## src/rtl/core/sliding_window_median_defines.svh

```systemverilog
// Assertion macros for the running median filter.
// Depends on nothing; the including module supplies clk and rst.
`ifndef SLIDING_WINDOW_MEDIAN_DEFINES_SVH
`define SLIDING_WINDOW_MEDIAN_DEFINES_SVH

// Check that cond holds in the same cycle as trig.
`define SWM_ASSERT_SAME(label, trig, cond) \
  label: assert property (@(posedge clk) disable iff (rst) (trig) |-> (cond)) \
    else $error("median filter check failed");

// Check that cond holds in the cycle after trig.
`define SWM_ASSERT_NEXT(label, trig, cond) \
  label: assert property (@(posedge clk) disable iff (rst) (trig) |=> (cond)) \
    else $error("median filter check failed");

`endif

```

## src/rtl/core/swm_pkg.sv

```systemverilog
// Shared constants for the running median filter.
// Used by the channel interfaces and the top level; depends on nothing.
package swm_pkg;

  localparam int MAX_WINDOW = 16;
  localparam int SAMPLE_W   = 16;
  localparam int MEDIAN_W   = SAMPLE_W + 1;
  localparam int WIN_W      = $clog2(MAX_WINDOW + 1);
  localparam int PTR_W      = (MAX_WINDOW > 1) ? $clog2(MAX_WINDOW) : 1;

  localparam logic [WIN_W-1:0] WIN_RESET = WIN_W'(3);
  localparam logic [WIN_W-1:0] WIN_MAX   = WIN_W'(MAX_WINDOW);
  localparam logic [WIN_W-1:0] WIN_MIN   = WIN_W'(1);

endpackage

```

## src/rtl/core/swm_sample_if.sv

```systemverilog
// Input channel of the median filter: valid/ready plus one sample.
// Depends on swm_pkg.
interface swm_sample_if;
  import swm_pkg::*;

  logic                       valid;
  logic                       ready;
  logic signed [SAMPLE_W-1:0] sample;

  modport source (output valid, output sample, input ready);
  modport sink   (input valid, input sample, output ready);
endinterface

```

## src/rtl/core/swm_median_if.sv

```systemverilog
// Output channel of the median filter: valid/ready plus the doubled median.
// Depends on swm_pkg.
interface swm_median_if;
  import swm_pkg::*;

  logic                       valid;
  logic                       ready;
  logic signed [MEDIAN_W-1:0] median_doubled;

  modport source (output valid, output median_doubled, input ready);
  modport sink   (input valid, input median_doubled, output ready);
endinterface

```

## src/rtl/core/sliding_window_median.sv

```systemverilog
// Top level of the running median filter: input register, sorted cell row,
// history slots and result register. Depends on swm_pkg, the two channel
// interfaces and sliding_window_median_defines.svh.
`include "sliding_window_median_defines.svh"

// Running median filter. Each sample transaction enters an input register; when
// it advances, a row of MAX_WINDOW sorted cells drops the oldest sample (once
// the window is full) and inserts the new one by parallel compares, and the
// doubled median (or, for an even window, the sum of the two middle values)
// lands in the result register. One sample is taken every cycle unless the
// input stalls; each goes from the input register, through the compare row
// of the sorted cells, into the result register. The input
// stalls only while a result is waiting and the output is not ready. The
// first window_size - 1 samples after reset or after a write of window_size
// give no result. Writes of window_size clamp 0 to 1 and values above
// MAX_WINDOW to MAX_WINDOW, and restart the window empty.
module sliding_window_median (
  input  logic                      clk,
  input  logic                      rst,
  input  logic                      cfg_we,
  input  logic [swm_pkg::WIN_W-1:0] cfg_wdata,
  swm_sample_if.sink                samples,
  swm_median_if.source              medians
);
  import swm_pkg::*;

  // Window state
  logic [WIN_W-1:0]           window_size;
  logic [WIN_W-1:0]           fill_count;
  logic [PTR_W-1:0]           oldest_pointer;
  logic signed [SAMPLE_W-1:0] history [MAX_WINDOW];
  logic signed [SAMPLE_W-1:0] sorted_window [MAX_WINDOW];
  logic signed [SAMPLE_W-1:0] sorted_next [MAX_WINDOW];

  // Pipeline registers
  logic                       s1_valid;
  logic signed [SAMPLE_W-1:0] s1_sample;
  logic                       res_valid;
  logic signed [MEDIAN_W-1:0] res_median;

  // Update logic
  logic                       full;
  logic                       gives_result;
  logic                       s1_adv;
  logic [WIN_W-1:0]           ins_count;
  logic [PTR_W-1:0]           hist_idx;
  logic [WIN_W-1:0]           ptr_inc;
  logic [PTR_W-1:0]           oldest_pointer_next;
  logic signed [SAMPLE_W-1:0] old_sample;
  logic signed [SAMPLE_W-1:0] removed [MAX_WINDOW];
  logic [MAX_WINDOW-1:0]      below;
  logic [WIN_W-1:0]           med_hi;
  logic [PTR_W-1:0]           idx_hi;
  logic [PTR_W-1:0]           idx_lo;
  logic signed [MEDIAN_W-1:0] median_next;
  logic [WIN_W-1:0]           cfg_clamped;

  // Clamp a written window size into the legal range
  always_comb begin
    if (cfg_wdata < WIN_MIN) begin
      cfg_clamped = WIN_MIN;
    end else if (cfg_wdata > WIN_MAX) begin
      cfg_clamped = WIN_MAX;
    end else begin
      cfg_clamped = cfg_wdata;
    end
  end

  // Handshake: advance the input register unless a result would be blocked
  assign full         = (fill_count >= window_size);
  assign gives_result = full || ((fill_count + WIN_W'(1)) == window_size);
  assign s1_adv       = s1_valid && (!res_valid || medians.ready || !gives_result);
  assign samples.ready = !s1_valid || s1_adv;
  assign medians.valid = res_valid;
  assign medians.median_doubled = res_median;

  // Pick the history slot and step the oldest pointer
  always_comb begin
    hist_idx = full ? oldest_pointer : fill_count[PTR_W-1:0];
    old_sample = history[oldest_pointer];
    ptr_inc = WIN_W'(oldest_pointer) + WIN_W'(1);
    oldest_pointer_next = (ptr_inc >= window_size) ? '0 : ptr_inc[PTR_W-1:0];
    ins_count = full ? (window_size - WIN_W'(1)) : fill_count;
  end

  // Once the window is full, drop one copy of the oldest sample; then insert the new one
  always_comb begin
    logic lt;
    for (int i = 0; i < MAX_WINDOW; i++) begin
      lt = sorted_window[i] < old_sample;
      if (!full || lt || (i == MAX_WINDOW - 1)) begin
        removed[i] = sorted_window[i];
      end else begin
        removed[i] = sorted_window[(i + 1) % MAX_WINDOW];
      end
    end
    for (int i = 0; i < MAX_WINDOW; i++) begin
      below[i] = (WIN_W'(i) < ins_count) && (removed[i] <= s1_sample);
    end
    for (int i = 0; i < MAX_WINDOW; i++) begin
      if (below[i]) begin
        sorted_next[i] = removed[i];
      end else if ((i == 0) || below[(i + MAX_WINDOW - 1) % MAX_WINDOW]) begin
        sorted_next[i] = s1_sample;
      end else begin
        sorted_next[i] = removed[(i + MAX_WINDOW - 1) % MAX_WINDOW];
      end
    end
  end

  // Median of the updated window, doubled
  always_comb begin
    med_hi = window_size >> 1;
    idx_hi = med_hi[PTR_W-1:0];
    idx_lo = window_size[0] ? idx_hi : (idx_hi - PTR_W'(1));
    median_next = MEDIAN_W'(sorted_next[idx_lo]) + MEDIAN_W'(sorted_next[idx_hi]);
  end

  // Input register
  always_ff @(posedge clk) begin
    if (rst) begin
      s1_valid <= 1'b0;
    end else if (samples.valid && samples.ready) begin
      s1_valid <= 1'b1;
    end else if (s1_adv) begin
      s1_valid <= 1'b0;
    end
    if (samples.valid && samples.ready) begin
      s1_sample <= samples.sample;
    end
  end

  // Result register
  always_ff @(posedge clk) begin
    if (rst) begin
      res_valid <= 1'b0;
    end else if (s1_adv && gives_result) begin
      res_valid <= 1'b1;
    end else if (medians.ready) begin
      res_valid <= 1'b0;
    end
    if (s1_adv && gives_result) begin
      res_median <= median_next;
    end
  end

  // Window control: config restarts the window, each item advances it
  always_ff @(posedge clk) begin
    if (rst) begin
      window_size    <= WIN_RESET;
      fill_count     <= '0;
      oldest_pointer <= '0;
    end else if (cfg_we) begin
      window_size    <= cfg_clamped;
      fill_count     <= '0;
      oldest_pointer <= '0;
    end else if (s1_adv) begin
      if (full) begin
        oldest_pointer <= oldest_pointer_next;
      end else begin
        fill_count <= fill_count + WIN_W'(1);
      end
    end
  end

  // History slots and sorted cells
  always_ff @(posedge clk) begin
    if (s1_adv) begin
      history[hist_idx] <= s1_sample;
      for (int i = 0; i < MAX_WINDOW; i++) begin
        sorted_window[i] <= sorted_next[i];
      end
    end
  end

  // Checks on the window bookkeeping
  `SWM_ASSERT_SAME(a_fill_bound, 1'b1, fill_count <= window_size)
  `SWM_ASSERT_SAME(a_ptr_only_full, oldest_pointer != '0, fill_count == window_size)
  `SWM_ASSERT_NEXT(a_cfg_restart, cfg_we, (fill_count == '0) && (oldest_pointer == '0))
  `SWM_ASSERT_SAME(a_win_range, 1'b1, (window_size >= WIN_MIN) && (window_size <= WIN_MAX))

endmodule
```

## src/flat_wrapper.sv

```systemverilog
// flat-port wrapper written by rule: the top's interface ports become plain ports
module sliding_window_median_flat import swm_pkg::*;
  (clk, rst, cfg_we, cfg_wdata, samples_valid, samples_sample, samples_ready, medians_valid, medians_median_doubled, medians_ready);
  swm_sample_if samples_i ();
  swm_median_if medians_i ();
  input  logic clk;
  input  logic rst;
  input  logic cfg_we;
  input  logic [swm_pkg::WIN_W-1:0] cfg_wdata;
  input wire logic [$bits(samples_i.valid)-1:0] samples_valid;
  input wire logic [$bits(samples_i.sample)-1:0] samples_sample;
  output wire logic [$bits(samples_i.ready)-1:0] samples_ready;
  output wire logic [$bits(medians_i.valid)-1:0] medians_valid;
  output wire logic [$bits(medians_i.median_doubled)-1:0] medians_median_doubled;
  input wire logic [$bits(medians_i.ready)-1:0] medians_ready;
  assign samples_i.valid = samples_valid;
  assign samples_i.sample = samples_sample;
  assign samples_ready = samples_i.ready;
  assign medians_valid = medians_i.valid;
  assign medians_median_doubled = medians_i.median_doubled;
  assign medians_i.ready = medians_ready;
  sliding_window_median u_core (.clk(clk), .rst(rst), .cfg_we(cfg_we), .cfg_wdata(cfg_wdata), .samples(samples_i), .medians(medians_i));
endmodule
```

## config.mk

```make
export PLATFORM = sky130hd
export DESIGN_NAME = sliding_window_median_flat
export DESIGN_NICKNAME = d
export VERILOG_FILES = /design/src/rtl/core/swm_pkg.sv /design/src/rtl/core/swm_sample_if.sv /design/src/rtl/core/swm_median_if.sv /design/src/rtl/core/sliding_window_median.sv /design/src/flat_wrapper.sv
export VERILOG_INCLUDE_DIRS = /design/src /design/src/rtl/core
export SDC_FILE = /design/constraint.sdc
export NUM_CORES = 2
export LEC_CHECK = 0
export BUFFER_PORTS_ARGS = -buffer_cell sky130_fd_sc_hd__clkbuf_2
export CORE_MARGIN = 1.5
export CORE_UTILIZATION = 35
export CTS_BUF_LIST = sky130_fd_sc_hd__clkbuf_16
export DETAILED_ROUTE_END_ITERATION = 10
export GPL_ROUTABILITY_DRIVEN = 0
export PLACE_DENSITY = 0.47
export SYNTH_ARGS = -nofsm -noshare
export SYNTH_HDL_FRONTEND = slang
export SYNTH_SLANG_ARGS = --single-unit
```

## constraint.sdc

```tcl
create_clock -name clk -period 20 [get_ports clk]
set_input_delay 4 -clock clk [delete_from_list [all_inputs] [get_ports clk]]
set_output_delay 4 -clock clk [all_outputs]
set_load 0.005 [all_outputs]
```

==> impl_metrics.json <==
{
  "cell_count_after_placement": 6304,
  "synthToLayoutAreaGrowth_pct": 11.7,
  "floorplan.rows": 132,
  "drt_pre_antenna_iters": 8,
  "pre_cts_ws_ns": 7.28,
  "cts.reportedPaths.clkPinSlew_ns": 0.06,
  "critical_path.most_common_cell": "sky130_fd_sc_hd__buf_4",
  "synth-seq-area-share_pct": 36.7,
  "power.clock.fraction_pct": 32.6,
  "initialDrtViolationCount": 6776,
  "yosys-top-cells-area": "sky130_fd_sc_hd__edfxtp_1, sky130_fd_sc_hd__ha_1, sky130_fd_sc_hd__mux4_2",
  "vias_in_the_first_global_route": 40500,
  "synth.cells.most_frequent": "sky130_fd_sc_hd__edfxtp_1, sky130_fd_sc_hd__ha_1, sky130_fd_sc_hd__nor2_1",
  "gr-usage-all-layers_pct": 35.1,
  "ios": 45,
  "slew_headroom_pct": 6.92,
  "worstMarginPinSlew_ns": 1.36,
  "wl_um": 238000,
  "synthArstFlopShare_pct": 0,
  "required_time_of_the_critical_path_ns": 20.44,
  "hold_end": "u_core.medians.valid$_SDFFE_PP0P_",
  "fin_worst_skew_ns": 0.0593,
  "cts_resized": 0,
  "r2r_cells": 33,
  "fp.dieW_um": 364,
  "min-delay-path-class": "reg -> reg",
  "hold_path_startpoint": "u_core.medians.valid$_SDFFE_PP0P_",
  "detail-route-antenna-nets": 0,
  "maxCapViolCount": 0,
  "drcViolationCount": 0,
  "syn_area_sq_mm": 0.0457,
  "power.density_cell_area_mw_per_mm2": 80.1,
  "postLayoutCellArea_sq_mm": 0.0510,
  "global_route.overflow_total": 0,
  "dp_hpwl_um": 174000,
  "final_core_utilization_pct": 39.4,
  "crit_path_start_kind": "flip-flop",
  "die_area_sq_mm": 0.133,
  "placement.cell_area_sq_mm": 0.0487,
  "worst_hold_path.num_cells": 2,
  "synth-seq-cells": 565,
  "critPathArrivalTime_ns": 13.48,
  "layout.nets": 5177,
  "slew_violations": 0,
  "synthesis.instances": 4590,
  "insertion_delay_ns": 0.73,
  "number_of_post_cts_setup_repair_buffers": 0,
  "drive_gt1_share_pct": 13.5,
  "path_max_fanout": 35,
  "io_buffer_count": 44,
  "final.setup.tns_ns": 0,
  "vias": 43600,
  "grt_antenna_before_repair": 14,
  "drt-wirelength-per-cell_um": 37.0,
  "r2r_setup_slack_ns": 6.95,
  "yosysWarnings": 0,
  "via_per_inst": 6.77,
  "clock-root-buffer": "sky130_fd_sc_hd__clkbuf_16",
  "grt_pass1_wl_um": 326000,
  "finalWorstSetupSlack_ns": 6.95,
  "part_of_the_power_in_registers_pct": 35.5,
  "ratio_of_final_minimum_period_to_clock_period_pct": 65.2,
  "post_layout_cell_count": 6442,
  "floorplan.initialDensity_pct": 35.3,
  "clock_tree.buffer_depth": 3,
  "slowest_library_cell_on_the_worst_path": "sky130_fd_sc_hd__a311oi_1",
  "critical_path.max_stage_delay_ns": 1.09,
  "crit_path_capture_type": "flip-flop",
  "cts_buffers": 74,
  "unrepaired_setup_endpoints_after_global_routing": "no",
  "htreeDepth": 3,
  "yosys_most_used_dff": "sky130_fd_sc_hd__edfxtp_1",
  "total_power_mw": 4.09,
  "fin_hold_ws_ns": 0.541,
  "regToRegEndpoint": "u_core.medians.median_doubled[15]$_DFFE_PP_",
  "vdd_ir_drop_max_uv": 71.8,
  "fin_crit_ns": 13.05,
  "netSwitchingFraction_pct": 38.4,
  "run_status": "finished clean",
  "cell_with_the_most_instances_after_synthesis": "sky130_fd_sc_hd__edfxtp_1",
  "holdBufCountCts": 0,
  "static-leakage-power_nw": 19.8,
  "clock-sinks": 565,
  "clock.fmax_mhz": 76.6,
  "synthesis.area_per_instance_sq_um": 9.96,
  "die-height_um": 364,
  "grt_start_max_net_pins": 67,
  "timing.final.hold_violations": 0,
  "netlist-cell-type-count": 94,
  "comb_power_share_pct": 32.0,
  "synth.net_count": 5129,
  "synth-edff-count": 545,
  "power.internal_mw": 2.52,
  "synthDominantCellAreaShare_pct": 35.8,
  "timing_worst_setup_path_type": "reg -> reg",
  "synth_top_area_cell": "sky130_fd_sc_hd__edfxtp_1",
  "cts_tree": "done",
  "switching_power_total_mw": 1.57,
  "setup_violations": 0,
  "fp.coreArea_sq_mm": 0.129
}
==> logic make-up after synthesis <==
logic type	synth area share, %
flip-flops	36.7
adder cells (fa/ha/maj)	14.1
multiplexers	10.6
XOR/XNOR	0.613
AND/OR/NAND/NOR	12.4
buffers and inverters	4.12
AO/OA/AOI/OAI	21.5
==> worst max-delay path: cells and delay by family (launching register included) <==
family	cells	cell delay, ns
flip-flops	1	0.82
multiplexers	2	1.19
adder cells (fa/ha/maj)	3	1.05
buffers and inverters	6	1.91
AND/OR/NAND/NOR	6	1.33
AO/OA/AOI/OAI	15	6.25
XOR/XNOR	1	0.10
==> cells in the final DEF, fill, tap and decap left out, types with 32 or more instances in the layout <==
master	instances
sky130_fd_sc_hd__edfxtp_1	545
sky130_fd_sc_hd__ha_1	512
sky130_fd_sc_hd__nand2_1	313
sky130_fd_sc_hd__o21ai_0	306
sky130_fd_sc_hd__nor2_1	304
sky130_fd_sc_hd__a21oi_1	298
sky130_fd_sc_hd__inv_1	258
sky130_fd_sc_hd__buf_4	169
sky130_fd_sc_hd__nand3_1	158
sky130_fd_sc_hd__mux2_2	138
sky130_fd_sc_hd__mux2i_1	129
sky130_fd_sc_hd__nand4_1	87
sky130_fd_sc_hd__mux4_2	86
sky130_fd_sc_hd__a21o_1	81
sky130_fd_sc_hd__o211ai_1	81
sky130_fd_sc_hd__clkbuf_16	74
sky130_fd_sc_hd__nor3_1	72
sky130_fd_sc_hd__o22ai_1	63
sky130_fd_sc_hd__a211oi_1	58
sky130_fd_sc_hd__clkbuf_2	44
sky130_fd_sc_hd__a211o_1	36
sky130_fd_sc_hd__a31oi_1	36
sky130_fd_sc_hd__a2bb2oi_1	35
sky130_fd_sc_hd__a22oi_1	32
==> sequential cells by signal (all words and copies together), names as in the netlist, named ones only <==
name / count
u_core.s1_valid: 1
u_core.history: 256
u_core.s1_sample: 16
u_core.oldest_pointer: 4
u_core.medians.median_doubled: 17
u_core.fill_count: 5
u_core.sorted_window: 256
u_core.medians.valid: 1
u_core.window_size: 5
==> power groups by stage <==
stage	sequential [mW]	clock (mW)	combinational [mW]
after global routing	1.45	1.39	1.36
after global placement	1.47	0	1.24
final	1.45	1.33	1.31
after floorplan	1.44	0	0.740
after CTS	1.44	1.35	1.24
after detailed placement	1.47	0	1.23
==> area by class of cell <==
| type | count | area, sq um |
|---|---|---|
| Timing Repair Buffer | 213 | 1490 |
| Fill cell | 12900 | 78400 |
| Tap cell | 1742 | 2180 |
| Multi-Input combinational cell | 3532 | 27300 |
| Clock buffer | 74 | 1850 |
| Inverter | 252 | 946 |
| Antenna cell | 4 | 10.0 |
| Sequential cell | 565 | 16800 |
| Clock inverter | 60 | 517 |
==> worst max path at each step <==
stage / from / endpoint
2_1_floorplan: medians_ready / u_core.history[8][0]$_DFFE_PP_
3_3_place_gp: flip-flop / u_core.medians.median_doubled[15]$_DFFE_PP_
3_5_place_dp: flip-flop / u_core.medians.median_doubled[14]$_DFFE_PP_
4_1_cts: flip-flop / u_core.medians.median_doubled[15]$_DFFE_PP_
5_1_grt: flip-flop / u_core.medians.median_doubled[15]$_DFFE_PP_
6_report: flip-flop / u_core.medians.median_doubled[15]$_DFFE_PP_
==> layer usage <==
metal | vias to the layer above | global-route usage [%] | wire, um
met2 | 3183 | 50.3 | 96500
met4 | 12 | 20.9 | 17100
met5 | - | 0 | 77
met3 | 825 | 11.0 | 30300
met1 | 21400 | 46.2 | 94300
li1 | 18200 | - | -
Power figures use the tool's default switching activity.
